$ cat src/sv/gcdist_pkg.sv
// Shared constants and inter-cell bus types for the great-circle distance pipeline.
package gcdist_pkg;

    // Angle units of 2^-24 degree
    localparam logic [30:0] QUARTER_TURN = 31'd1509949440;
    localparam logic [32:0] HALF_TURN    = 33'd3019898880;
    localparam logic [32:0] THREE_QUART  = 33'd4529848320;
    localparam logic [32:0] FULL_TURN    = 33'd6039797760;

    // Degrees-to-radians scale minus 2^33, Q33
    localparam logic [29:0] RAD_FRAC = 30'd1005114442;

    localparam logic [30:0] ONE_Q30 = 31'h4000_0000;
    localparam logic [22:0] RADIUS_RESET = 23'd6371000;

    localparam int SIN_TERMS  = 8;
    localparam int ATAN_TERMS = 40;
    localparam int SQRT_STEPS = 31;
    localparam int DIV_STEPS  = 30;
    localparam int LANES      = 4;

    // Sine series link
    typedef struct packed {
        logic        vld;
        logic [31:0] s;
        logic [30:0] t;
        logic [30:0] x;
        logic        neg;
    } sin_bus_t;

    // Dual square root link
    typedef struct packed {
        logic        vld;
        logic [61:0] rad_y;
        logic [61:0] rad_x;
        logic [32:0] rem_y;
        logic [32:0] rem_x;
        logic [30:0] root_y;
        logic [30:0] root_x;
        logic [30:0] h;
    } sqrt_bus_t;

    // Restoring divider link
    typedef struct packed {
        logic        vld;
        logic [32:0] rem;
        logic [32:0] den;
        logic [29:0] quo;
        logic [30:0] y;
    } div_bus_t;

    // Arctangent series link
    typedef struct packed {
        logic        vld;
        logic [29:0] q;
        logic [30:0] t;
        logic [30:0] y;
    } atan_bus_t;

endpackage

$ cat src/sv/gcdist_sin_cell.sv
// One nested factor of the sine series: t' = 1 - ((s*t) >> 30) / (2k(2k+1)), three stages.
module gcdist_sin_cell
    import gcdist_pkg::*;
#(
    parameter int K = 1
)(
    input  logic     clk,
    input  logic     rst_n,
    input  logic     en,
    input  sin_bus_t din,
    output sin_bus_t dout
);

    localparam logic [8:0]  D   = 9'(2 * K * (2 * K + 1));
    localparam logic [63:0] M64 = (64'd1 << 32) / {55'd0, D};
    localparam logic [29:0] M   = M64[29:0];

    logic        a_vld_reg, b_vld_reg, c_vld_reg;
    logic [61:0] a_prod_reg;
    logic [31:0] a_s_reg, b_s_reg, c_s_reg;
    logic [30:0] a_x_reg, b_x_reg, c_x_reg;
    logic        a_neg_reg, b_neg_reg, c_neg_reg;
    logic [61:0] b_pm_reg;
    logic [31:0] b_p_reg;
    logic [30:0] c_t_reg;

    logic [61:0] a_prod_next;
    logic [31:0] b_p_next;
    logic [61:0] b_pm_next;
    logic [29:0] q0;
    logic [31:0] qd;
    logic [31:0] rmd;
    logic [31:0] quo;
    logic [30:0] c_t_next;

    // Stage A: s * t
    assign a_prod_next = {30'd0, din.s} * {31'd0, din.t};

    // Stage B: scale by reciprocal of the divisor
    assign b_p_next  = a_prod_reg[61:30];
    assign b_pm_next = {30'd0, b_p_next} * {32'd0, M};

    // Stage C: quotient estimate, one correction step
    always_comb
    begin
        q0       = b_pm_reg[61:32];
        qd       = 32'({2'd0, q0} * {23'd0, D});
        rmd      = b_p_reg - qd;
        quo      = (rmd >= {23'd0, D}) ? ({2'd0, q0} + 32'd1) : {2'd0, q0};
        c_t_next = ONE_Q30 - quo[30:0];
    end

    always_ff @(posedge clk or negedge rst_n)
    begin
        if (!rst_n)
        begin
            a_vld_reg <= 1'b0;
            b_vld_reg <= 1'b0;
            c_vld_reg <= 1'b0;
        end
        else if (en)
        begin
            a_vld_reg <= din.vld;
            b_vld_reg <= a_vld_reg;
            c_vld_reg <= b_vld_reg;
        end
    end

    always_ff @(posedge clk)
    begin
        if (en)
        begin
            a_prod_reg <= a_prod_next;
            a_s_reg    <= din.s;
            a_x_reg    <= din.x;
            a_neg_reg  <= din.neg;
            b_pm_reg   <= b_pm_next;
            b_p_reg    <= b_p_next;
            b_s_reg    <= a_s_reg;
            b_x_reg    <= a_x_reg;
            b_neg_reg  <= a_neg_reg;
            c_t_reg    <= c_t_next;
            c_s_reg    <= b_s_reg;
            c_x_reg    <= b_x_reg;
            c_neg_reg  <= b_neg_reg;
        end
    end

    always_comb
    begin
        dout.vld = c_vld_reg;
        dout.s   = c_s_reg;
        dout.t   = c_t_reg;
        dout.x   = c_x_reg;
        dout.neg = c_neg_reg;
    end

endmodule

$ cat config.mk
export PLATFORM = sky130hd
export DESIGN_NAME = gcdist_sin_cell
export DESIGN_NICKNAME = d
export VERILOG_FILES = /design/src/sv/gcdist_pkg.sv /design/src/sv/gcdist_sin_cell.sv
export SDC_FILE = /design/constraint.sdc
export NUM_CORES = 2
export LEC_CHECK = 0
export ABC_AREA = 1
export BUFFER_PORTS_ARGS = -buffer_cell sky130_fd_sc_hd__buf_2
export CORE_MARGIN = 1.5
export CORE_UTILIZATION = 25
export DETAILED_ROUTE_END_ITERATION = 6
export GPL_TIMING_DRIVEN = 0
export RECOVER_POWER = 100
export SLEW_MARGIN = 10
export SYNTH_ARGS = -nofsm -noshare
export SYNTH_HDL_FRONTEND = slang
export SYNTH_SLANG_ARGS = --single-unit
$ cat constraint.sdc
create_clock -name clk -period 6.56 [get_ports clk]
set_input_delay 0.984 -clock clk [delete_from_list [all_inputs] [get_ports clk]]
set_output_delay 0.984 -clock clk [all_outputs]
set_load 0.1 [all_outputs]
==> reports/qor.txt <==
Overall Global Routing Usage: 17.2%
register area share after synthesis: 15.4%
RSZ-0062 raised after global routing: true
hpwl dp: 178000 um
Post-Place Cells: 10600
max incr delay on CP: 600 ps
library cells used by synthesis: 57
CP startpoint kind: input port
antenna violations before repair: 18
synth top area cells: fa_1 38%, edfxtp_1 15%, ha_1 13%
gr ovfl total: 0
max cap viols: 5
Synth warnings: 0
f_max: 0.139 GHz
pin count of the biggest net entering global routing: 108
relative slew slack: -78.7%
Top delay family on crit path: adder cells
fin area: 76400 sq um
Syn Area/Cell: 8.82 sq um
Horiz. Die Dim: 503 um
Yosys top cell area share: 38.4%
worst skew pair latency: 660 ps
first-pass GRT wire length: 322000 um
vias post-DR: 49400
Rows: 183
failing checks: DRC, capacitance limit, slew limit, setup timing
RePlAce Congestion: 1.02
WL/cell: 20.1 um
#FFs+latches synth: 320
Critical Path AT: 7590 ps
height of the die: 503 um
setup violators final: 62
Final Cycle Share: 110%
FF/Latch Area: 9590 sq um
Iter 0 DRT Violations: 4102
Mapped Nets: 9027
Port Buf Inserts: 194
vias in the first global route: 51000
via/cell ratio: 4.49
clock skew: 43.5 ps
Worst Setup End Kind: flop
Final Instance Count excl. Fillers: 11000
most used cell along the critical path: fa_1
area taken by multi-input logic gates: 47000 sq um
setup TNS after final layout: -26450 ps
nets: 9566
clk sinks: 320
CTS max path bufs: 3
Setup CP Type: input port to flop
Clock Tree Root: clkbuf_16
r2r setup slk: -650 ps
Core Box Area: 248000 sq um
Crit path buffers/inverters: 12
area grow syn2layout: 22.4%
Initial Util: 25.1%
DRC viols: 5
CTS tree: yes
post-route ant nets: 0
first-pass iteration count of the detailed router: 7
worst setup margin: -658 ps
H-Tree Depth: 2
Die Area: 253000 sq um
Max Slew Vio Count: 261
Routed WL: 221000 um
worst hold path class: input port to asynchronous set/reset pin
Post-DP Area: 68300 sq um
CP max-delay cell: fa_2
Tightest Pin Transition: 2680 ps
Fillers: 25800
Yosys top cell by area: fa_1
Ports: 195
Tmin final: 7220 ps
required time of the critical path: 6930 ps
share of layout cells above drive strength 1: 15.3%
status: complete, but fails checks
Cell Area, Synth: 62400 sq um
total CTS buffers: 39
Hold Violations, Final: 0
Cells after Synth: 7081
Max Fanout on Critical Path: 6
CTS clk-pin slew, worst paths: 60 ps
[final cells by class]
class                   count  share of cell area [%]
well taps                3330                    5.45
clock inverters            29                   0.313
inverters                2070                    10.2
multi-input cells        4490                    61.4
diodes                      7                  0.0229
clock buffers              42                    1.29
plain buffers             200                    4.03
flip-flops and latches    320                    12.6
repair buffers            499                    4.74
[cells in the final DEF, fill, tap and decap left out, types with 25 or more instances in the layout]
| cell | netlist | routed |
|---|---|---|
| xor2_1 | 97 | 83 |
| a21oi_2 | 2 | 40 |
| ha_4 | 0 | 60 |
| nand2_2 | 18 | 61 |
| a21oi_1 | 198 | 136 |
| nand4_1 | 57 | 57 |
| o21ai_0 | 85 | 52 |
| ha_1 | 650 | 577 |
| nand2_4 | 0 | 31 |
| clkbuf_4 | 0 | 26 |
| buf_4 | 3 | 229 |
| a31oi_1 | 36 | 25 |
| inv_2 | 5 | 66 |
| clkbuf_1 | 189 | 142 |
| inv_1 | 2064 | 2003 |
| clkbuf_8 | 0 | 58 |
| nor2_1 | 255 | 222 |
| edfxtp_1 | 317 | 317 |
| nand3_1 | 79 | 73 |
| buf_2 | 5 | 59 |
| fa_2 | 0 | 76 |
| xnor2_1 | 62 | 58 |
| nor2_2 | 19 | 35 |
| fa_1 | 1197 | 1121 |
| clkbuf_16 | 0 | 108 |
| nand2_1 | 1566 | 1491 |
| buf_6 | 4 | 77 |
[per-stage QoR]
stage	util, %	worst slack, ps	hold WS [ps]
after detailed placement	27.5	-2220	405
after global routing	30.8	-838	144
after floorplan	-	-638	400
after CTS	30.1	-606	98.8
after global placement	27.5	-2210	400
final	30.8	-658	174
[cells in the mapped netlist (all sizes together)]
library cell  count
a21oi           200
o21bai           13
a221oi            3
a31oi            36
nand3            88
mux2              1
clkbuf          189
a31o              1
o2111ai           3
nor4b             1
xor2             97
a21boi            6
nor4             19
fa             1197
and3              2
nor3             28
nand3b            9
xnor2            63
a41oi             4
a211oi            3
o311ai            1
and2              2
o21ai            96
o41ai             1
nor2            280
o211a             1
buf              12
o211ai            8
o2111a            1
o21a             17
clkinv            1
nand2          1584
o31ai             3
a21o              6
edfxtp          317
inv            2069
nand4            58
o221ai            7
ha              650
dfrtp             3
o221a             1
[kinds of logic after synthesis]
kind of cell / synth area share (%)
XOR/XNOR: 2.26
buffers and inverters: 13.7
adder cells (fa/ha/maj): 51.4
multiplexers: 0.0180
AO/OA/AOI/OAI: 3.78
AND/OR/NAND/NOR: 13.4
flip-flops: 15.4
[repair_timing]
action                                  CTS  global route
endpoints found under the hold margin     0             0
endpoints found under the setup margin   87            86
pin swaps                               165           186
buffers inserted                        207           106
hold buffers                              0             0
gates resized for setup                 820           323
[path summary, 6_finish.rpt]
kind | endpoint | cells after the start | start
max | a_prod_reg[54] | 29 | din[76]
min | a_vld_reg | 1 | rst_n
max reg2reg | b_pm_reg[60] | 27 | a_prod_reg[52]
min reg2reg | b_s_reg[22] | 0 | a_s_reg[22]
max in group asynchronous | c_vld_reg | 1 | rst_n
min in group clk | b_s_reg[22] | 0 | a_s_reg[22]
[per-layer routing]
| metal | vias to the layer above | part of all wire [%] | global-route usage [%] |
|---|---|---|---|
| li1 | 22000 | - | - |
| met3 | 637 | 11 | 4.78 |
| met4 | 10 | 5.7 | 7.88 |
| met1 | 24300 | 40 | 21.9 |
| met2 | 2392 | 44 | 27.0 |
| met5 | - | 0.029 | 0 |
Power is left out: the tool's default activity adds up to more than one toggle a clock period on the data nets, which glitch-free logic cannot reach.
