## src/sv/gcdist_pkg.sv

```systemverilog
// Shared constants and inter-cell bus types for the great-circle distance pipeline.
package gcdist_pkg;

    // Angle units of 2^-24 degree
    localparam logic [30:0] QUARTER_TURN = 31'd1509949440;
    localparam logic [32:0] HALF_TURN    = 33'd3019898880;
    localparam logic [32:0] THREE_QUART  = 33'd4529848320;
    localparam logic [32:0] FULL_TURN    = 33'd6039797760;

    // Degrees-to-radians scale minus 2^33, Q33
    localparam logic [29:0] RAD_FRAC = 30'd1005114442;

    localparam logic [30:0] ONE_Q30 = 31'h4000_0000;
    localparam logic [22:0] RADIUS_RESET = 23'd6371000;

    localparam int SIN_TERMS  = 8;
    localparam int ATAN_TERMS = 40;
    localparam int SQRT_STEPS = 31;
    localparam int DIV_STEPS  = 30;
    localparam int LANES      = 4;

    // Sine series link
    typedef struct packed {
        logic        vld;
        logic [31:0] s;
        logic [30:0] t;
        logic [30:0] x;
        logic        neg;
    } sin_bus_t;

    // Dual square root link
    typedef struct packed {
        logic        vld;
        logic [61:0] rad_y;
        logic [61:0] rad_x;
        logic [32:0] rem_y;
        logic [32:0] rem_x;
        logic [30:0] root_y;
        logic [30:0] root_x;
        logic [30:0] h;
    } sqrt_bus_t;

    // Restoring divider link
    typedef struct packed {
        logic        vld;
        logic [32:0] rem;
        logic [32:0] den;
        logic [29:0] quo;
        logic [30:0] y;
    } div_bus_t;

    // Arctangent series link
    typedef struct packed {
        logic        vld;
        logic [29:0] q;
        logic [30:0] t;
        logic [30:0] y;
    } atan_bus_t;

endpackage

```

## src/sv/gcdist_atan_cell.sv

```systemverilog
// One nested factor of the arctangent series: t' = 1 + ((q*t)>>30)*2k/(2k+1), three stages.
module gcdist_atan_cell
    import gcdist_pkg::*;
#(
    parameter int K = 1
)(
    input  logic      clk,
    input  logic      rst_n,
    input  logic      en,
    input  atan_bus_t din,
    output atan_bus_t dout
);

    localparam logic [6:0]  D   = 7'(2 * K + 1);
    localparam logic [63:0] M64 = (64'd1 << 31) / {57'd0, D};
    localparam logic [29:0] M   = M64[29:0];

    logic        a_vld_reg, b_vld_reg, c_vld_reg;
    logic [60:0] a_prod_reg;
    logic [29:0] a_q_reg, b_q_reg, c_q_reg;
    logic [30:0] a_y_reg, b_y_reg, c_y_reg;
    logic [60:0] b_nm_reg;
    logic [29:0] b_p_reg;
    logic [30:0] c_t_reg;

    logic [60:0] a_prod_next;
    logic [29:0] b_p_next;
    logic [30:0] b_n_next;
    logic [60:0] b_nm_next;
    logic [30:0] n_c;
    logic [29:0] q0;
    logic [30:0] qd;
    logic [30:0] rmd;
    logic [30:0] ceil_q;
    logic [30:0] c_t_next;

    // Stage A: q * t
    assign a_prod_next = {31'd0, din.q} * {30'd0, din.t};

    // Stage B: p*2k/(2k+1) = p - ceil(p/(2k+1)); scale p+2k by the reciprocal
    assign b_p_next  = a_prod_reg[59:30];
    assign b_n_next  = {1'b0, b_p_next} + 31'(D - 7'd1);
    assign b_nm_next = {30'd0, b_n_next} * {31'd0, M};

    // Stage C: ceiling quotient with one correction step
    always_comb
    begin
        n_c      = {1'b0, b_p_reg} + 31'(D - 7'd1);
        q0       = b_nm_reg[60:31];
        qd       = 31'({1'b0, q0} * {24'd0, D});
        rmd      = n_c - qd;
        ceil_q   = (rmd >= {24'd0, D}) ? ({1'b0, q0} + 31'd1) : {1'b0, q0};
        c_t_next = ONE_Q30 + {1'b0, b_p_reg} - ceil_q;
    end

    always_ff @(posedge clk or negedge rst_n)
    begin
        if (!rst_n)
        begin
            a_vld_reg <= 1'b0;
            b_vld_reg <= 1'b0;
            c_vld_reg <= 1'b0;
        end
        else if (en)
        begin
            a_vld_reg <= din.vld;
            b_vld_reg <= a_vld_reg;
            c_vld_reg <= b_vld_reg;
        end
    end

    always_ff @(posedge clk)
    begin
        if (en)
        begin
            a_prod_reg <= a_prod_next;
            a_q_reg    <= din.q;
            a_y_reg    <= din.y;
            b_nm_reg   <= b_nm_next;
            b_p_reg    <= b_p_next;
            b_q_reg    <= a_q_reg;
            b_y_reg    <= a_y_reg;
            c_t_reg    <= c_t_next;
            c_q_reg    <= b_q_reg;
            c_y_reg    <= b_y_reg;
        end
    end

    always_comb
    begin
        dout.vld = c_vld_reg;
        dout.q   = c_q_reg;
        dout.t   = c_t_reg;
        dout.y   = c_y_reg;
    end

endmodule

```

## config.mk

```make
export PLATFORM = sky130hd
export DESIGN_NAME = gcdist_atan_cell
export DESIGN_NICKNAME = d
export VERILOG_FILES = /design/src/sv/gcdist_pkg.sv /design/src/sv/gcdist_atan_cell.sv
export SDC_FILE = /design/constraint.sdc
export NUM_CORES = 2
export LEC_CHECK = 0
export BUFFER_PORTS_ARGS = -buffer_cell sky130_fd_sc_hd__buf_2
export CORE_MARGIN = 1
export CORE_UTILIZATION = 50
export CTS_CLUSTER_DIAMETER = 200
export CTS_CLUSTER_SIZE = 12
export DETAILED_ROUTE_END_ITERATION = 8
export PLACE_DENSITY = 0.66
export SETUP_SLACK_MARGIN = 0.15
export SYNTH_ARGS = -nofsm -noshare
export SYNTH_HDL_FRONTEND = slang
export SYNTH_SLANG_ARGS = --single-unit
```

## constraint.sdc

```tcl
create_clock -name clk -period 8.2 [get_ports clk]
set_input_delay 0.41 -clock clk [delete_from_list [all_inputs] [get_ports clk]]
set_output_delay 0.41 -clock clk [all_outputs]
set_load 0.01 [all_outputs]
```

==> flow_summary.yaml <==
clock_network:
  clkSinkCount: 307
  insertion_delay_ns: 0.63
  tritoncts.num_buffers: 29
  maximum_clock_insertion_buffer_count: 3
  h-tree-depth: 1
  clock_tree_from_tritoncts: "done"
  clk_transition_reported_paths_ns: 0.07
  clock-root-buffer: "clkbuf_16"
yosys:
  synth_enable_flop_cells: 304
  yosys_warnings: 0
  synthesis.area_mm2: 0.0584
  ys_types: 77
  synth_ff_type: "edfxtp_1"
  synth_sequential_area_ratio_pct: 15.8
  ys_seq_elements: 307
  synth_cells: 5767
  synth-async-reset-ratio_pct: 0.977
  net_count_of_the_mapped_netlist: 7712
  synth_area_per_cell_um2: 10.1
timing:
  least_margin_pin_slew_ns: 1.08
  fmaxAchievable_mhz: 123
  final_hold_viol_count: 0
  slew_headroom_pct: 28.2
  finalWorstPathRequiredPeriod_ns: 8.12
  slew_violations: 0
  unrepaired_setup_endpoints_after_global_routing: "yes"
  final.setup_skew_ns: 0.0623
  whs_ns: 0.0821
  layout_worst_path_cycle_share_pct: 99.1
  timing.final.setup_violations: 0
route:
  totalWireLength_um: 159000
  dr.first_iter.drc_count: 2431
  via_per_inst: 5.24
  wirelength_per_cell_um: 20.3
  drt.antenna.violating_nets: 0
  post-route-drc-count: 0
  detail_route.first_pass.iterations: 5
  routed-via-count: 41000
floorplanning:
  area_of_the_core_region_mm2: 0.115
  fp.dieH_um: 344
  start_util_pct: 50.8
  fp.dieW_um: 344
  fp-row-count: 124
  top_level_ports: 189
  floorplan_die_area_mm2: 0.118
global_routing:
  number_of_antenna_violations_at_the_first_check_in_global_routing: 6
  global_route_wire_length_before_repair_um: 249000
  grt_use_total_pct: 27.5
  grt_start_max_net_pins: 115
  grt_pass1_vias: 44000
  globalRoute.totalOverflow: 0
placement:
  globalplace.congestion: 1.00
  portBuffers: 188
  dp.final_hpwl_um: 138000
critical_path:
  critical-path-slowest-cell: "fa_2"
  crit_path_end_kind: "flop"
  timing.rr.start: "a_prod_reg[39]"
  setup.reg_to_reg.worst_slack_ns: 0.08
  crit_path_max_incr_delay_ns: 0.59
  most_common_cell_type_on_the_critical_path: "fa_1"
  arrival_ns: 8.51
  criticalPathCategory: "reg2reg"
  critical_path.startpoint_type: "flop"
  worst_ep_required_time_ns: 8.59
  worst-path-max-fanout: 3
  worst_r2r_path_depth: 28
  critPathLaunch: "a_prod_reg[39]"
final_layout:
  final_common_cell: "inv_1"
  antenna_cells: 0
  final_cell_mix: "inv_1, fa_1, ha_1, nand2_1, buf_4"
  area_grow_syn2layout_pct: 13.8
  number_of_nets_in_the_layout: 8253
  layout_cell_share_with_drive_strength_beyond_1_pct: 14.0
hold_path:
  hold-path-cell-count: 2
  timing.hold.worst.start: "din[92]"
  hp-class: "in2reg"
outcome:
  run_status: "completed"
run:
  max_cap_violations: 0
-- cell type report --
class	count	area, um2
Clock buffer	41	771
Clock inverter	2	38.8
Fill cell	9953	48500
Inverter	1431	5370
Multi-Input combinational cell	3824	44000
Sequential cell	307	9200
Tap cell	1512	1890
Timing Repair Buffer	715	5150
-- critical path: cells and delay by family, from the launching register on --
kind	cells	cell delay [ns]
buffers and inverters	5	0.47
flip-flops	1	0.38
AND/OR/NAND/NOR	4	1.19
AO/OA/AOI/OAI	8	1.54
XOR/XNOR	2	0.22
adder cells (fa/ha/maj)	9	4.14
-- cell usage after synthesis (10+ instances only) --
master    instances  share of area (%)
nor2_1          105               0.68
edfxtp_1        304                 16
o31ai_1          11               0.14
nand4_1          34               0.36
nor3_1           27               0.23
and3_1           34               0.36
a211oi_1         21               0.27
ha_1            695                 15
nand2b_1         18               0.19
fa_1           1154                 40
nand2_1         616                4.0
nor2b_1          15               0.16
clkbuf_1        197                1.3
o21a_1           25               0.32
nand3_1          49               0.42
a21oi_1         114               0.98
o21bai_1         10               0.13
a21o_1           65               0.84
o211ai_1         17               0.22
o21ai_0          69               0.59
xor2_1           50               0.75
and2_1          416                4.5
xnor2_1         106                1.6
a31oi_1          15               0.16
inv_1          1431                9.2
-- metrics by stage --
stage / util [%] / instance area (um2) / TNS [ns] / instances / setup WS [ns]
detailed placement: 55.6 / 64000 / -4.07 / 7701 / -0.443
finish: 57.8 / 66400 / 0 / 7832 / 0.0763
CTS: 57.2 / 65700 / 0 / 7803 / 0.0628
floorplan: - / 58500 / 0 / 5767 / 0.169
global placement: 55.6 / 64000 / -2.07 / 7701 / -0.335
global route: 57.8 / 66400 / -0.734 / 7832 / -0.135
-- logic make-up (layout without fill, tap and decap cells) --
kind of cell               after synthesis  in the layout  share of synthesized area (%)
AOI/OAI and AO/OA                      445            445                           5.16
DFF                                    307            307                           15.8
xor gates and xnor gates               156            156                           2.34
buffers and inverters                 1637           2189                           10.6
adders and majority gates             1849           1849                           54.5
and+or+nand+nor                       1366           1367                           11.5
muxes                                    7              7                          0.126
-- layer usage --
layer / routed length [um] / global-route usage (%)
met1: 69400 / 38.3
met2: 76000 / 45.6
met3: 8050 / 2.61
met4: 5380 / 8.28
met5: 55 / 0
-- repair_timing --
action / 4_1_cts / 5_1_grt
hold endpoints to repair: 34 / 0
endpoints found under the setup margin: 28 / 34
setup buffers: 27 / 28
hold buffers: 32 / 0
pin swaps: 67 / 65
gates resized for setup: 90 / 90
cloned: 0 / 1
-- final timing paths --
check                          endpoint
setup / recovery           b_nm_reg[42]
hold / removal                a_vld_reg
setup reg to reg           b_nm_reg[42]
hold reg to reg              c_q_reg[0]
max in group asynchronous     b_vld_reg
min in group asynchronous     a_vld_reg
Power is left out: the tool's default activity adds up to more than one toggle a clock period on the data nets, which glitch-free logic cannot reach.
