<file path="src/sv/gcdist_pkg.sv">
// Shared constants and inter-cell bus types for the great-circle distance pipeline.
package gcdist_pkg;

    // Angle units of 2^-24 degree
    localparam logic [30:0] QUARTER_TURN = 31'd1509949440;
    localparam logic [32:0] HALF_TURN    = 33'd3019898880;
    localparam logic [32:0] THREE_QUART  = 33'd4529848320;
    localparam logic [32:0] FULL_TURN    = 33'd6039797760;

    // Degrees-to-radians scale minus 2^33, Q33
    localparam logic [29:0] RAD_FRAC = 30'd1005114442;

    localparam logic [30:0] ONE_Q30 = 31'h4000_0000;
    localparam logic [22:0] RADIUS_RESET = 23'd6371000;

    localparam int SIN_TERMS  = 8;
    localparam int ATAN_TERMS = 40;
    localparam int SQRT_STEPS = 31;
    localparam int DIV_STEPS  = 30;
    localparam int LANES      = 4;

    // Sine series link
    typedef struct packed {
        logic        vld;
        logic [31:0] s;
        logic [30:0] t;
        logic [30:0] x;
        logic        neg;
    } sin_bus_t;

    // Dual square root link
    typedef struct packed {
        logic        vld;
        logic [61:0] rad_y;
        logic [61:0] rad_x;
        logic [32:0] rem_y;
        logic [32:0] rem_x;
        logic [30:0] root_y;
        logic [30:0] root_x;
        logic [30:0] h;
    } sqrt_bus_t;

    // Restoring divider link
    typedef struct packed {
        logic        vld;
        logic [32:0] rem;
        logic [32:0] den;
        logic [29:0] quo;
        logic [30:0] y;
    } div_bus_t;

    // Arctangent series link
    typedef struct packed {
        logic        vld;
        logic [29:0] q;
        logic [30:0] t;
        logic [30:0] y;
    } atan_bus_t;

endpackage

</file>
<file path="src/sv/gcdist_div_cell.sv">
// One quotient bit of the restoring divider for the arctangent argument.
module gcdist_div_cell
    import gcdist_pkg::*;
(
    input  logic     clk,
    input  logic     rst_n,
    input  logic     en,
    input  div_bus_t din,
    output div_bus_t dout
);

    logic     vld_reg;
    div_bus_t pay_reg;
    div_bus_t pay_next;

    logic [33:0] rem2;
    logic        ge;

    // Shift the partial remainder and subtract where it fits
    always_comb
    begin
        rem2         = {din.rem, 1'b0};
        ge           = rem2 >= {1'b0, din.den};
        pay_next     = din;
        pay_next.rem = ge ? 33'(rem2 - {1'b0, din.den}) : rem2[32:0];
        pay_next.quo = {din.quo[28:0], ge};
    end

    always_ff @(posedge clk or negedge rst_n)
    begin
        if (!rst_n)
        begin
            vld_reg <= 1'b0;
        end
        else if (en)
        begin
            vld_reg <= din.vld;
        end
    end

    always_ff @(posedge clk)
    begin
        if (en)
        begin
            pay_reg <= pay_next;
        end
    end

    always_comb
    begin
        dout     = pay_reg;
        dout.vld = vld_reg;
    end

endmodule

</file>
<file path="config.mk">
export PLATFORM = sky130hd
export DESIGN_NAME = gcdist_div_cell
export DESIGN_NICKNAME = d
export VERILOG_FILES = /design/src/sv/gcdist_pkg.sv /design/src/sv/gcdist_div_cell.sv
export SDC_FILE = /design/constraint.sdc
export NUM_CORES = 1
export LEC_CHECK = 0
export BUFFER_PORTS_ARGS = -buffer_cell sky130_fd_sc_hd__buf_4
export CORE_ASPECT_RATIO = 1.25
export CORE_MARGIN = 2
export CORE_UTILIZATION = 49
export CTS_BUF_LIST = sky130_fd_sc_hd__clkbuf_16
export DETAILED_ROUTE_END_ITERATION = 7
export GPL_ROUTABILITY_DRIVEN = 0
export MAX_ROUTING_LAYER = met4
export PLACE_DENSITY = 0.81
export SYNTH_ARGS = -nofsm -noshare
export SYNTH_HDL_FRONTEND = slang
export SYNTH_SLANG_ARGS = --single-unit
</file>
<file path="constraint.sdc">
create_clock -name clk -period 0.9 [get_ports clk]
set_input_delay 0.18 -clock clk [delete_from_list [all_inputs] [get_ports clk]]
set_output_delay 0.18 -clock clk [all_outputs]
set_load 0.01 [all_outputs]
</file>
==> out/qor.csv, run 1 <==
stage,metric,value,unit
run_status,outcome,did not finish,
run_status,Failed at,5_1_grt,
run_status,stop err,[ERROR GRT-0232] Routing congestion too high. Check the congestion heatmap in the GUI.,
synthesis,Yosys top cell by area,edfxtp_1,
die,Die Wd,107,µm
die,Die Y,133,µm
clock_tree,CTS Buf Count,17,
clock_tree,H-tree depth,4,
placement,DP Cell Count,1015,
global_route,largest net degree at the start of global routing,23,
die,Placement Rows,46,
synthesis,cells after synthesis,500,
synthesis,Yosys warnings,0,
die,IO Pins,259,
synthesis,Seq cells post-synth,128,
synthesis,post-synth cell types,54,
synthesis,Commonest cells post-synth,"edfxtp_1 (127), inv_1 (42), ha_1 (33)",
synthesis,Async SR Flop Fraction,0.781,%
synthesis,register area share after synthesis,59.3,%
placement,port bufs,257,
timing,Crit. endpoint post-GRT repair,dout[121]$_DFFE_PP_/D,
timing,kind of the worst endpoint,register input,
synthesis,"EDFF count, synth",127,
global_route,grt total ovfl,858,
synthesis,Yosys top cell area share,58.9,%
clock_tree,Max clock buf depth,2,
global_route,Tot GR Track Use,98.4,%
clock_tree,Clock Sink Count,128,
synthesis,most common flop cell mapped by yosys,edfxtp_1,
synthesis,Synth Area per Inst,13.0,µm²
clock_tree,CTS root buf,clkbuf_16,
die,Initial Util,50.7,%
synthesis,Synth Cell Area,0.00648,mm²
placement,DP Wirelength,16.0,mm
synthesis,syn nets,665,
synthesis,top-count cell post-synth,edfxtp_1,
synthesis,"top cells by area, synth","edfxtp_1 (59%), ha_1 (6.4%), mux2_4 (4.4%)",
kinds of logic after synthesis:
group / synth area share [%]
AO/OA/AOI/OAI: 12.4
multiplexers: 5.91
XOR/XNOR: 3.25
AND/OR/NAND/NOR: 8.19
buffers and inverters: 4.29
adder cells (fa/ha/maj): 6.68
flip-flops: 59.3
repair_timing:
action	CTS
buffers inserted	20
gates cloned	3
hold buffers	94
resized for setup	214
pin swaps	43
endpoints found under the hold margin	95
setup endpoints to repair	162
through the flow:
step	hold WS (ns)	util [%]	instance area, µm²	setup slack (ns)
after floorplan	-0.116	-	6560	-1.60
after global placement	-0.0447	74.0	9460	-1.67
after detailed placement	-0.0421	74.0	9460	-1.76
after CTS	-0.0545	95.0	12100	-1.14
metal layers:
layer	track usage (%)	overflow
met5	-	-
met4	107	234
met3	77.1	22
met2	119	596
met1	90.1	6
==> run 2, diff against run 1 <==
==> config.mk (replaced) <==
export PLATFORM = sky130hd
export DESIGN_NAME = gcdist_div_cell
export DESIGN_NICKNAME = d
export VERILOG_FILES = /design/src/sv/gcdist_pkg.sv /design/src/sv/gcdist_div_cell.sv
export SDC_FILE = /design/constraint.sdc
export NUM_CORES = 1
export LEC_CHECK = 0
export BUFFER_PORTS_ARGS = -buffer_cell sky130_fd_sc_hd__buf_4
export CORE_MARGIN = 2
export CORE_UTILIZATION = 40
export DETAILED_ROUTE_END_ITERATION = 7
export GPL_ROUTABILITY_DRIVEN = 0
export PLACE_DENSITY_LB_ADDON = 0.15
export SYNTH_ARGS = -nofsm -noshare
export SYNTH_HDL_FRONTEND = slang
export SYNTH_SLANG_ARGS = --single-unit
==> run 2 against run 1 <==
Against the previous run: the flow now finishes, with violations (setup timing); synthesized area is the same; synthesized cell count is the same.
==> out/qor.csv, run 2 <==
stage,metric,value,unit,change
run_status,outcome,finished with violations,,
run_status,violated checks,setup timing,,
synthesis,Yosys warnings,0,,unchanged
pwr,worst vdd ir,1.29,mV,
die,Die Wd,131,µm,+23%
setup_path,crit start category,input port,,
synthesis,Seq cells post-synth,128,,unchanged
global_route,grt total ovfl,0,,
synthesis,cells after synthesis,500,,unchanged
final_layout,Syn-to-layout area delta,90.8,%,
timing,Final Max Tran Viols,0,,
placement,DP Wirelength,14.6,mm,-8.7%
synthesis,Synth Area per Inst,13.0,µm²,unchanged
synthesis,most common flop cell mapped by yosys,edfxtp_1,,
setup_path,CP cell instances,"buf_8, inv_4, ha_4, nand2b_4, a211o_1, a211oi_2, buf_4, o211ai_1, a311o_1, and3_1, o31ai_2",,
timing,Fin. Hold Viols,0,,
setup_path,"Slowest-stage cell, CP",a311o_1,,
routing,Residual DRC,0,,
placement,pre-CTS WS,-1.73,ns,+0.0258 ns
timing,Rel. slew slack,68.6,%,
min_path,worst hold path class,input port to flop,,
routing,Avg WL per Cell,18.7,µm,
timing,final setup fails,162,,
routing,DRT Wirelength,22.9,mm,
timing,period utilization,228,%,
die,Die ar.,0.0172,mm²,
clock_tree,CTS Buf Count,17,,unchanged
setup_path,WP data arrival,2.28,ns,
die,Core Footprint,0.0158,mm²,
synthesis,Synth Cell Area,0.00648,mm²,unchanged
synthesis,Async SR Flop Fraction,0.781,%,unchanged
synthesis,"top cells by area, synth","edfxtp_1 (59%), ha_1 (6.4%), mux2_4 (4.4%)",,
clock_tree,CTS root buf,clkbuf_16,,
pwr,Leak,5.37,nW,
final_layout,final net count,1158,,
global_route,largest net degree at the start of global routing,59,,
final_layout,share of layout cells above drive strength 1,52.8,%,
setup_path,"Buf+Inv Stages, Crit Path",3,,
final_layout,layout filler cell count,992,,
setup_path,"Largest stage delay, worst path",0.35,ns,
clock_tree,TritonCTS clock tree,yes,,
synthesis,register area share after synthesis,59.3,%,unchanged
setup_path,CP endpoint kind,flop,,
setup_path,crit path max fanout,5,,
timing,Final Critical Period,2.06,ns,
routing,DRT antenna net count,0,,
clock_tree,clock latency on the worst-skew pair,0.42,ns,
routing,Vias/cell,4.96,,
setup_path,Critical Path RT,1.12,ns,
global_route,first-pass GRT wire length,34.6,mm,
clock_tree,Max clock buf depth,2,,unchanged
die,Placement Rows,46,,unchanged
timing,worst setup margin,-1.16,ns,
global_route,initial antenna violation count,0,,
timing,worst-margin pin slew,0.466,ns,
global_route,Tot GR Track Use,25.7,%,
die,Initial Util,40.9,%,-9.8 points
final_layout,Util after Layout,78.1,%,
synthesis,"EDFF count, synth",127,,unchanged
timing,FMAX,487,MHz,
synthesis,syn nets,665,,unchanged
synthesis,post-synth cell types,54,,unchanged
routing,initial DRC count,254,,
synthesis,top-count cell post-synth,edfxtp_1,,
run,max-cap violations,0,,
timing,clock skew,0,ns,
synthesis,Commonest cells post-synth,"edfxtp_1 (127), inv_1 (42), ha_1 (33)",,
synthesis,Yosys top cell area share,58.9,%,unchanged
die,Die Y,131,µm,-0.97%
pwr,PwrDens,1710,mW/mm²,
setup_path,largest delay contributor family on the critical path,compound AO/OA/AOI/OAI gates,,
clock_tree,Clock Sink Count,128,,unchanged
die,IO Pins,259,,unchanged
setup_path,Setup CP Type,input port to flop,,
final_layout,"commonest non-fill, non-tap cell in the layout",buf_4,,
synthesis,Yosys top cell by area,edfxtp_1,,
final_layout,n_diodes,0,,
placement,port bufs,257,,unchanged
global_route,number of global-route vias before repair,6592,,
routing,drt pass-1 iters,4,,
final_layout,most frequent cells in the layout,"buf_4 (259), edfxtp_1 (127), buf_6 (125), dlygate4sd3_1 (94), inv_1 (36)",,
timing,unrepaired setup endpoints after global routing,true,,
clock_tree,H-tree depth,4,,unchanged
final_layout,max reg flops,127,,
clock_tree,clk slew on worst S/H paths,0.06,ns,
routing,vias,6056,,
run 2: per-stage QoR:
step | TNS [ns] | hold slack, ns | instance area, µm² | power (W) | std cells
6_report | -65.09 | 0.0394 | 12400 | 0.0211 | 1222
2_1_floorplan | -50.02 | -0.116 | 6560 | 0.00969 | 500
5_1_grt | -71.72 | 0.0298 | 12400 | 0.0218 | 1222
3_3_place_gp | -58.15 | -0.0446 | 9570 | 0.0121 | 1078
4_1_cts | -66.63 | 0.0190 | 11900 | 0.0206 | 1217
3_5_place_dp | -59.12 | -0.0442 | 9570 | 0.0121 | 1078
run 2: cell type report:
type | count | area [µm²] | area share [%]
sequential | 128 | 3840 | 31.1
inverter | 43 | 188 | 1.52
clock inverter | 14 | 205 | 1.66
timing repair buffer | 486 | 4440 | 36.0
clock buffer | 18 | 429 | 3.47
timing repair inverter | 3 | 48.8 | 0.395
multi-input combinational | 314 | 2930 | 23.7
tap | 216 | 270 | 2.19
run 2: worst paths after layout:
kind	start	to	slack, ns	cells past startpoint
worst max-delay path	din[62]	dout[119]$_DFFE_PP_	-1.16	11
max in group asynchronous	rst_n	vld_reg$_DFFE_PN0P_	0.75	2
worst min register to register	vld_reg$_DFFE_PN0P_	vld_reg$_DFFE_PN0P_	0.57	1
worst max register to register	vld_reg$_DFFE_PN0P_	vld_reg$_DFFE_PN0P_	0.11	1
min in group asynchronous	rst_n	vld_reg$_DFFE_PN0P_	0.07	2
worst min-delay path	din[88]	dout[88]$_DFFE_PP_	0.04	2
run 2: logic make-up after synthesis:
| group | Yosys count | synth area share [%] |
|---|---|---|
| flops | 128 | 59.3 |
| buf+inv | 58 | 4.29 |
| mux | 28 | 5.91 |
| simple gates | 110 | 8.19 |
| xor+xnor | 24 | 3.25 |
| fa+ha+maj | 34 | 6.68 |
| compound gates | 118 | 12.4 |
run 2: power by group:
| part | internal (W) | switching [W] | total (W) |
|---|---|---|---|
| Sequential | 0.00730 | 0.000299 | 0.00760 |
| Combinational | 0.00346 | 0.00251 | 0.00598 |
| Clock | 0.00470 | 0.00282 | 0.00752 |
run 2: what timing repair did:
| item | CTS | global route |
|---|---|---|
| pin swaps | 26 | 32 |
| gates resized for setup | 144 | 96 |
| hold endpoints to repair | 94 | 0 |
| setup endpoints to repair | 162 | 162 |
| gates cloned | 3 | 1 |
| hold buffers | 94 | 0 |
| setup buffers | 11 | 6 |
run 2: layer usage:
layer  up-vias  part of all wire, %  track usage (%)
met5         -                    0                0
met2       229                   53             47.2
met4         0                  2.7             9.90
met1      2915                   39             29.5
met3        37                  5.7             4.98
li1       2875                    -                -
Power figures use the tool's default switching activity.
