--- config.mk ---
export PLATFORM = sky130hd
export DESIGN_NAME = gcdist_sqrt_cell
export DESIGN_NICKNAME = d
export VERILOG_FILES = /design/src/sv/gcdist_pkg.sv /design/src/sv/gcdist_sqrt_cell.sv
export SDC_FILE = /design/constraint.sdc
export NUM_CORES = 1
export LEC_CHECK = 0
export BUFFER_PORTS_ARGS = -buffer_cell sky130_fd_sc_hd__buf_4
export CAP_MARGIN = 20
export CORE_AREA = 3 3 221 223
export DETAILED_ROUTE_END_ITERATION = 10
export DIE_AREA = 0 0 224 226
export GPL_TIMING_DRIVEN = 0
export REMOVE_ABC_BUFFERS = 1
export SYNTH_ARGS = -nofsm -noshare
export SYNTH_HDL_FRONTEND = slang
export SYNTH_SLANG_ARGS = --single-unit
--- constraint.sdc ---
create_clock -name clk -period 0.85 [get_ports clk]
set_input_delay 0.2125 -clock clk [delete_from_list [all_inputs] [get_ports clk]]
set_output_delay 0.2125 -clock clk [all_outputs]
set_load 0.03 [all_outputs]
--- src/sv/gcdist_pkg.sv ---
// Shared constants and inter-cell bus types for the great-circle distance pipeline.
package gcdist_pkg;

    // Angle units of 2^-24 degree
    localparam logic [30:0] QUARTER_TURN = 31'd1509949440;
    localparam logic [32:0] HALF_TURN    = 33'd3019898880;
    localparam logic [32:0] THREE_QUART  = 33'd4529848320;
    localparam logic [32:0] FULL_TURN    = 33'd6039797760;

    // Degrees-to-radians scale minus 2^33, Q33
    localparam logic [29:0] RAD_FRAC = 30'd1005114442;

    localparam logic [30:0] ONE_Q30 = 31'h4000_0000;
    localparam logic [22:0] RADIUS_RESET = 23'd6371000;

    localparam int SIN_TERMS  = 8;
    localparam int ATAN_TERMS = 40;
    localparam int SQRT_STEPS = 31;
    localparam int DIV_STEPS  = 30;
    localparam int LANES      = 4;

    // Sine series link
    typedef struct packed {
        logic        vld;
        logic [31:0] s;
        logic [30:0] t;
        logic [30:0] x;
        logic        neg;
    } sin_bus_t;

    // Dual square root link
    typedef struct packed {
        logic        vld;
        logic [61:0] rad_y;
        logic [61:0] rad_x;
        logic [32:0] rem_y;
        logic [32:0] rem_x;
        logic [30:0] root_y;
        logic [30:0] root_x;
        logic [30:0] h;
    } sqrt_bus_t;

    // Restoring divider link
    typedef struct packed {
        logic        vld;
        logic [32:0] rem;
        logic [32:0] den;
        logic [29:0] quo;
        logic [30:0] y;
    } div_bus_t;

    // Arctangent series link
    typedef struct packed {
        logic        vld;
        logic [29:0] q;
        logic [30:0] t;
        logic [30:0] y;
    } atan_bus_t;

endpackage

--- src/sv/gcdist_sqrt_cell.sv ---
// One digit step of two floor square roots carried side by side.
module gcdist_sqrt_cell
    import gcdist_pkg::*;
(
    input  logic      clk,
    input  logic      rst_n,
    input  logic      en,
    input  sqrt_bus_t din,
    output sqrt_bus_t dout
);

    logic      vld_reg;
    sqrt_bus_t pay_reg;
    sqrt_bus_t pay_next;

    logic [34:0] rem4_y, rem4_x;
    logic [34:0] trial_y, trial_x;
    logic        ge_y, ge_x;

    // Bring down the next radicand pair and try the next root bit
    always_comb
    begin
        rem4_y  = {din.rem_y, din.rad_y[61:60]};
        rem4_x  = {din.rem_x, din.rad_x[61:60]};
        trial_y = {2'd0, din.root_y, 2'b01};
        trial_x = {2'd0, din.root_x, 2'b01};
        ge_y    = rem4_y >= trial_y;
        ge_x    = rem4_x >= trial_x;

        pay_next        = din;
        pay_next.vld    = din.vld;
        pay_next.rad_y  = {din.rad_y[59:0], 2'b00};
        pay_next.rad_x  = {din.rad_x[59:0], 2'b00};
        pay_next.rem_y  = ge_y ? 33'(rem4_y - trial_y) : rem4_y[32:0];
        pay_next.rem_x  = ge_x ? 33'(rem4_x - trial_x) : rem4_x[32:0];
        pay_next.root_y = {din.root_y[29:0], ge_y};
        pay_next.root_x = {din.root_x[29:0], ge_x};
    end

    always_ff @(posedge clk or negedge rst_n)
    begin
        if (!rst_n)
        begin
            vld_reg <= 1'b0;
        end
        else if (en)
        begin
            vld_reg <= din.vld;
        end
    end

    always_ff @(posedge clk)
    begin
        if (en)
        begin
            pay_reg <= pay_next;
        end
    end

    always_comb
    begin
        dout     = pay_reg;
        dout.vld = vld_reg;
    end

endmodule

==> flow_metrics.env, run 1 <==
export IMPL_grt_pass1_wl_mm=76.7
export IMPL_netlist_area_sq_mm=0.0132
export IMPL_maxCapViolations=0
export IMPL_violations="setup timing"
export IMPL_synthFlopType="edfxtp_1"
export IMPL_yosysTopAreaCell="edfxtp_1"
export IMPL_rows=79
export IMPL_crit_path_max_incr_delay_ns=0.52
export IMPL_hold_viol_final=0
export IMPL_fin_crit_ns=2.49
export IMPL_cts_tree="built"
export IMPL_largest_register_ffs=279
export IMPL_vias=12100
export IMPL_via_per_inst=4.78
export IMPL_drcViolationCount=0
export IMPL_chipHeight_um=226
export IMPL_routedWlPerCell_um=21.0
export IMPL_fin_crit_sh_pct=293
export IMPL_rsz0062_at_grt="true"
export IMPL_fin_worst_skew_ns=0
export IMPL_antenna_left=0
export IMPL_synth_edff_count=279
export IMPL_ys_seq_elements=280
export IMPL_grt_overflow_total=0
export IMPL_pre_cts_ws_ns=-3.31
export IMPL_fin_nets=2242
export IMPL_path_max_fanout=8
export IMPL_die_area_sq_mm=0.0506
export IMPL_firstDrtPassIters=5
export IMPL_post_route_util_pct=53.7
export IMPL_drive_gt1_share_pct=48.0
export IMPL_place_area_sq_mm=0.0181
export IMPL_cts_buffer_depth=3
export IMPL_totalPowerFinal_mw=46.5
export IMPL_async_reset_ff_share_pct=0.357
export IMPL_port_buffers=566
export IMPL_initial_utilization_pct=28.2
export IMPL_timing_rr_start="vld_reg"
export IMPL_drt_wl_total_mm=53.0
export IMPL_cp_required_ns=1.13
export IMPL_yosys_warnings=0
export IMPL_area_growth_pct=90.3
export IMPL_ctsRootBufferMaster="clkbuf_16"
export IMPL_grt_max_degree=59
export IMPL_synth_top_area_share_pct=63.4
export IMPL_core_area_sq_mm=0.0468
export IMPL_path_clk_slew_ns=0.06
export IMPL_die_width_um=224
export IMPL_fillCellCount=3783
export IMPL_syn_area_per_cell_sq_um=13.5
export IMPL_syn_inst=980
export IMPL_cp_startpoint="din[51]"
export IMPL_clock_latency_ns=0.52
export IMPL_antenna_found_initial=2
export IMPL_post_route_worst_setup_slack_ns=-1.64
export IMPL_yosysSeqAreaShare_pct=63.6
export IMPL_max_freq_ghz=0.401
export IMPL_cp_start_kind="input port"
export IMPL_ir_worst_vdd_uv=1310
export IMPL_io_pins=571
export IMPL_cp_end_kind="register"
export IMPL_gp_congestion=0.853
export IMPL_grt_pass1_vias=12800
export IMPL_worstPathCellList="buf_4 > inv_1 > ha_4 > and3_4 > nand2_2 > nor4_2 > o21ai_2 > nor3b_4 > or4b_4 > and2_4 > buf_12 > mux2_4"
export IMPL_htreeDepth=2
export IMPL_drtIter0Drc=838
export IMPL_cp_data_arrival_time_ns=2.78
export IMPL_slowest_stage="or4b_4"
export IMPL_fin_area_sq_mm=0.0251
export IMPL_min_path_type="in -> reg"
export IMPL_synth_cell_types=65
export IMPL_slew_viol_final=0
export IMPL_status="finished, violations left"
export IMPL_cts_sinks=280
export IMPL_setup_tns_final_ns=-219.68
export IMPL_power_density_mw_per_mm2=1850
export IMPL_synth_area_leaders="edfxtp_1, ha_1, a21oi_1, a21o_1, inv_1"
export IMPL_hpwl_mm=34.5
export IMPL_cts_made_buffers=35
export IMPL_grt_use_total_pct=19.7
export IMPL_p_leak_nw=10.5
export IMPL_hp_start="din[130]"
export IMPL_setup_viol=349
export IMPL_crit_type="in -> reg"
power by group:
group / switching (mW) / total (mW) / internal [mW]
sequential: 0.719 / 17.6 / 16.9
combinational: 7.19 / 14.2 / 6.96
clock: 6.11 / 14.7 / 8.58
total: 14.0 / 46.5 / 32.4
stage by stage:
stage,hold slack [ns],instances
2_1_floorplan,-0.0831,947
3_3_place_gp,-0.0115,2120
3_5_place_dp,-0.0116,2123
4_1_cts,-0.0114,2512
5_1_grt,0.00108,2522
6_report,0.00826,2523
cell usage after synthesis (10+ instances only):
cell type    n
mux2_4      10
o21a_1      14
o31ai_1     17
a21oi_1     70
ha_1        66
a31oi_1     13
nor2_1      37
a21o_1      45
nand3_1     31
o21ai_0     29
mux2_2      22
edfxtp_1   279
and3_1      12
nand4_1     13
xnor2_1     31
clkbuf_1    18
nand2_1     33
nor3_1      23
xor2_1      21
inv_1       81
critical path: cells and delay by family:
family / cells / cell delay (ns)
adder cells (fa/ha/maj): 1 / 0.33
AO/OA/AOI/OAI: 1 / 0.12
AND/OR/NAND/NOR: 6 / 1.51
buffers and inverters: 3 / 0.29
multiplexers: 1 / 0.30
placed cells by master, fill, tap and decap left out, drive strengths merged, types with 17 or more instances in the layout:
master and instances:
a21o 45, a21oi 70, buf 641, clkbuf 41, dlygate4sd3 260, edfxtp 279, ha 66, inv 86
mux2 39, nand2 34, nand3 31, nor2 38, nor3 23, o21ai 31, o31ai 17, xnor2 31
xor2 21
worst paths after layout:
check                       endpoint  slack, ns  cells past startpoint
setup / recovery           dout[119]      -1.64                     12
hold / removal             dout[132]      0.008                      3
setup reg to reg             vld_reg      -0.05                      2
hold reg to reg              vld_reg       0.65                      2
max in group asynchronous    vld_reg       0.20                      3
min in group asynchronous    vld_reg       0.54                      3
cell families (layout without fill, tap and decap cells):
logic type | after synthesis | after routing | synth area share [%]
xor+xnor | 52 | 52 | 3.45
mux | 41 | 41 | 3.76
buf+inv | 118 | 1049 | 3.78
fa+ha+maj | 66 | 66 | 6.25
flops | 280 | 280 | 63.6
other cells | 1 | 6 | 0.0284
compound gates | 239 | 239 | 12.1
simple gates | 183 | 183 | 7.03
layout make-up:
type	instances	area [sq um]	area share, %
Clock buffer	41	940	3.74
Timing Repair Buffer	903	8890	35.4
Multi-Input combinational cell	585	5560	22.1
Clock inverter	21	183	0.727
Inverter	82	352	1.40
Tap cell	607	759	3.02
Antenna cell	2	5.00	0.0199
Sequential cell	280	8400	33.4
Timing Repair inverter	2	36.3	0.144
routing by layer:
metal / global-route usage [%] / wire length [um] / vias up / share of wire [%]
met5: 0 / 0 / - / 0
met4: 7.61 / 1910 / 0 / 3.6
met3: 5.07 / 3810 / 122 / 7.2
met2: 35.2 / 27800 / 500 / 52
met1: 22.5 / 19500 / 5897 / 37
li1: - / - / 5537 / -
repair_timing:
action | CTS | global route
endpoints found under the hold margin | 261 | 0
cloned | 8 | 0
setup buffers | 64 | 15
hold buffers | 260 | 0
endpoints found under the setup margin | 549 | 349
pin swaps | 63 | 21
gates resized for setup | 537 | 73
No activity file was read; power rests on OpenSTA's default activity.
==> inputs of run 2 (changes only) <==
==> config.mk (replaced) <==
export PLATFORM = sky130hd
export DESIGN_NAME = gcdist_sqrt_cell
export DESIGN_NICKNAME = d
export VERILOG_FILES = /design/src/sv/gcdist_pkg.sv /design/src/sv/gcdist_sqrt_cell.sv
export SDC_FILE = /design/constraint.sdc
export NUM_CORES = 1
export LEC_CHECK = 0
export ABC_AREA = 1
export BUFFER_PORTS_ARGS = -buffer_cell sky130_fd_sc_hd__buf_2
export CAP_MARGIN = 20
export CORE_AREA = 3 3 224 226
export DETAILED_ROUTE_END_ITERATION = 10
export DIE_AREA = 0 0 227 229
export GPL_TIMING_DRIVEN = 0
export REMOVE_ABC_BUFFERS = 1
export SKIP_CTS_REPAIR_TIMING = 1
export SYNTH_ARGS = -nofsm -noshare
export SYNTH_HDL_FRONTEND = slang
export SYNTH_SLANG_ARGS = --single-unit
==> flow_metrics.env, run 2 <==
export IMPL_status="finished, violations left"
export IMPL_violations="hold timing, setup timing"
export IMPL_use_met1_pct=23.4
export IMPL_rows=81
export IMPL_antenna_found_initial=9
export IMPL_maxCapViolations=0
export IMPL_placedCellCount=2822
export IMPL_fin_crit_sh_pct=185
export IMPL_port_buffers=566
export IMPL_largest_register_ffs=279
export IMPL_clock_latency_ns=0.57
export IMPL_synth_cell_types=35
export IMPL_gp_congestion=0.908
export IMPL_cp_start_kind="input port"
export IMPL_p_leak_nw=12.9
export IMPL_hold_viol_final=2
export IMPL_cp_required_ns=1.18
export IMPL_async_reset_ff_share_pct=0.357
export IMPL_firstDrtPassIters=6
export IMPL_grt_pass1_wl_mm=73.3
export IMPL_yosysSeqAreaShare_pct=56.0
export IMPL_grt_max_degree=127
export IMPL_yosysMostFrequentCell="nand2_1"
export IMPL_yosys_warnings=0
export IMPL_vias=15300
export IMPL_cts_tree="built"
export IMPL_drtIter0Drc=1049
export IMPL_initial_utilization_pct=30.9
export IMPL_fin_nets=2967
export IMPL_fin_worst_skew_ns=0
export IMPL_core_area_sq_mm=0.0485
export IMPL_die_area_sq_mm=0.0520
export IMPL_drive_gt1_share_pct=46.2
export IMPL_instances_no_fill=3264
export IMPL_synthFlopType="edfxtp_1"
export IMPL_synth_area_leaders="edfxtp_1, nand2_1, inv_1, ha_1, nand3_1"
export IMPL_crit_type="in -> reg"
export IMPL_setup_viol=349
export IMPL_post_route_worst_setup_slack_ns=-0.721
export IMPL_syn_inst=1652
export IMPL_ir_worst_vdd_uv=1620
export IMPL_min_path_type="in -> reg"
export IMPL_met3_usage_pct=3.76
export IMPL_final_common_cell="nand2_1"
export IMPL_cp_data_arrival_time_ns=1.90
export IMPL_netlist_area_sq_mm=0.0150
export IMPL_timing_hold_ws_ns=-0.0171
export IMPL_area_growth_pct=86.6
export IMPL_routedWlPerCell_um=20.1
export IMPL_path_clk_slew_ns=0.06
export IMPL_path_max_fanout=8
export IMPL_die_width_um=227
export IMPL_synth_common_cells="nand2_1, inv_1, edfxtp_1"
export IMPL_grt_overflow_total=0
export IMPL_ys_seq_elements=280
export IMPL_grt_pass1_vias=12600
export IMPL_yosysTopAreaCell="edfxtp_1"
export IMPL_synth_edff_count=279
export IMPL_slew_viol_final=0
export IMPL_cts_sinks=280
export IMPL_drt_wl_total_mm=65.5
export IMPL_htreeDepth=1
export IMPL_cp_end_kind="register"
export IMPL_fin_crit_ns=1.57
export IMPL_max_freq_ghz=0.637
export IMPL_synth_top_area_share_pct=55.8
export IMPL_hpwl_mm=40.2
export IMPL_antenna_left=0
export IMPL_totalPowerFinal_mw=46.8
export IMPL_layout_common_cells="nand2_1, buf_6, edfxtp_1"
export IMPL_ctsRootBufferMaster="clkbuf_16"
export IMPL_via_per_inst=4.70
export IMPL_grt_use_met2_pct=31.2
export IMPL_io_pins=571
export IMPL_power_density_mw_per_mm2=1670
export IMPL_cts_buffer_depth=3
export IMPL_rsz0062_at_grt="true"
export IMPL_chipHeight_um=229
export IMPL_grt_most_used_layer="met2"
export IMPL_cts_made_buffers=31
export IMPL_grt_use_total_pct=18.3
export IMPL_syn_area_per_cell_sq_um=9.09
export IMPL_drcViolationCount=0
-- run 2: cell type report --
type,instances,area (sq um)
sequential,280,8400
antenna,6,15.0
inverter,327,1280
tap,622,778
multi-input combinational,1046,7830
fill,3787,20500
clock buffer,36,795
timing repair buffer,928,8710
clock inverter,19,208
-- run 2: metal layers --
layer / routed length, um / vias up
li1: - / 7228
met1: 25000 / 7233
met2: 32500 / 712
met3: 5280 / 162
met4: 2690 / 4
met5: 31 / -
-- run 2: cells by family after synthesis --
logic type      synth area share, %
flops                          56.0
other cells                  0.0250
xor+xnor                       1.63
simple gates                   25.8
compound gates                 1.63
mux                          0.0750
buf+inv                        9.36
fa+ha+maj                      5.50
-- run 2: path summary, 6_finish.rpt --
path / from / to / slack [ns] / cells after the start
worst min register to register: vld_reg / vld_reg / 0.68 / 2
max in group asynchronous: rst_n / vld_reg / 0.24 / 3
min in group asynchronous: rst_n / vld_reg / 0.51 / 3
worst max-delay path: din[59] / dout[111] / -0.72 / 13
worst max register to register: vld_reg / vld_reg / -0.06 / 2
worst min-delay path: din[145] / dout[147] / -0.02 / 3
-- run 2: where the power goes --
part	switching (mW)	total, mW	internal [mW]
registers	0.705	17.5	16.8
clock network	5.78	13.7	7.87
logic	8.79	15.6	6.86
total	15.3	46.8	31.6
-- run 2: metrics by stage --
stage | TNS (ns) | worst slack, ns | hold WS [ns] | cell area (sq um) | util, %
finish | -179.80 | -0.721 | -0.0171 | 28000 | 57.7
global route | -193.44 | -0.733 | -0.0161 | 28000 | 57.7
CTS | -258.77 | -1.65 | -0.631 | 19500 | 40.2
detailed placement | -300.03 | -2.28 | -0.0116 | 18500 | 38.2
global placement | -1369.55 | -4.67 | -0.0122 | 18500 | 38.0
floorplan | -88.68 | -1.33 | -0.0831 | 14800 | -
-- run 2: critical path, stage by stage --
cell       delay (ns)
buf_6            0.09
inv_2            0.07
ha_4             0.23
nand2_4          0.08
inv_1            0.05
a21oi_2          0.22
nand2b_4         0.18
nand3_4          0.08
nor2_4           0.22
clkbuf_16        0.22
nand2_8          0.11
nand3_2          0.07
nand2_1          0.05
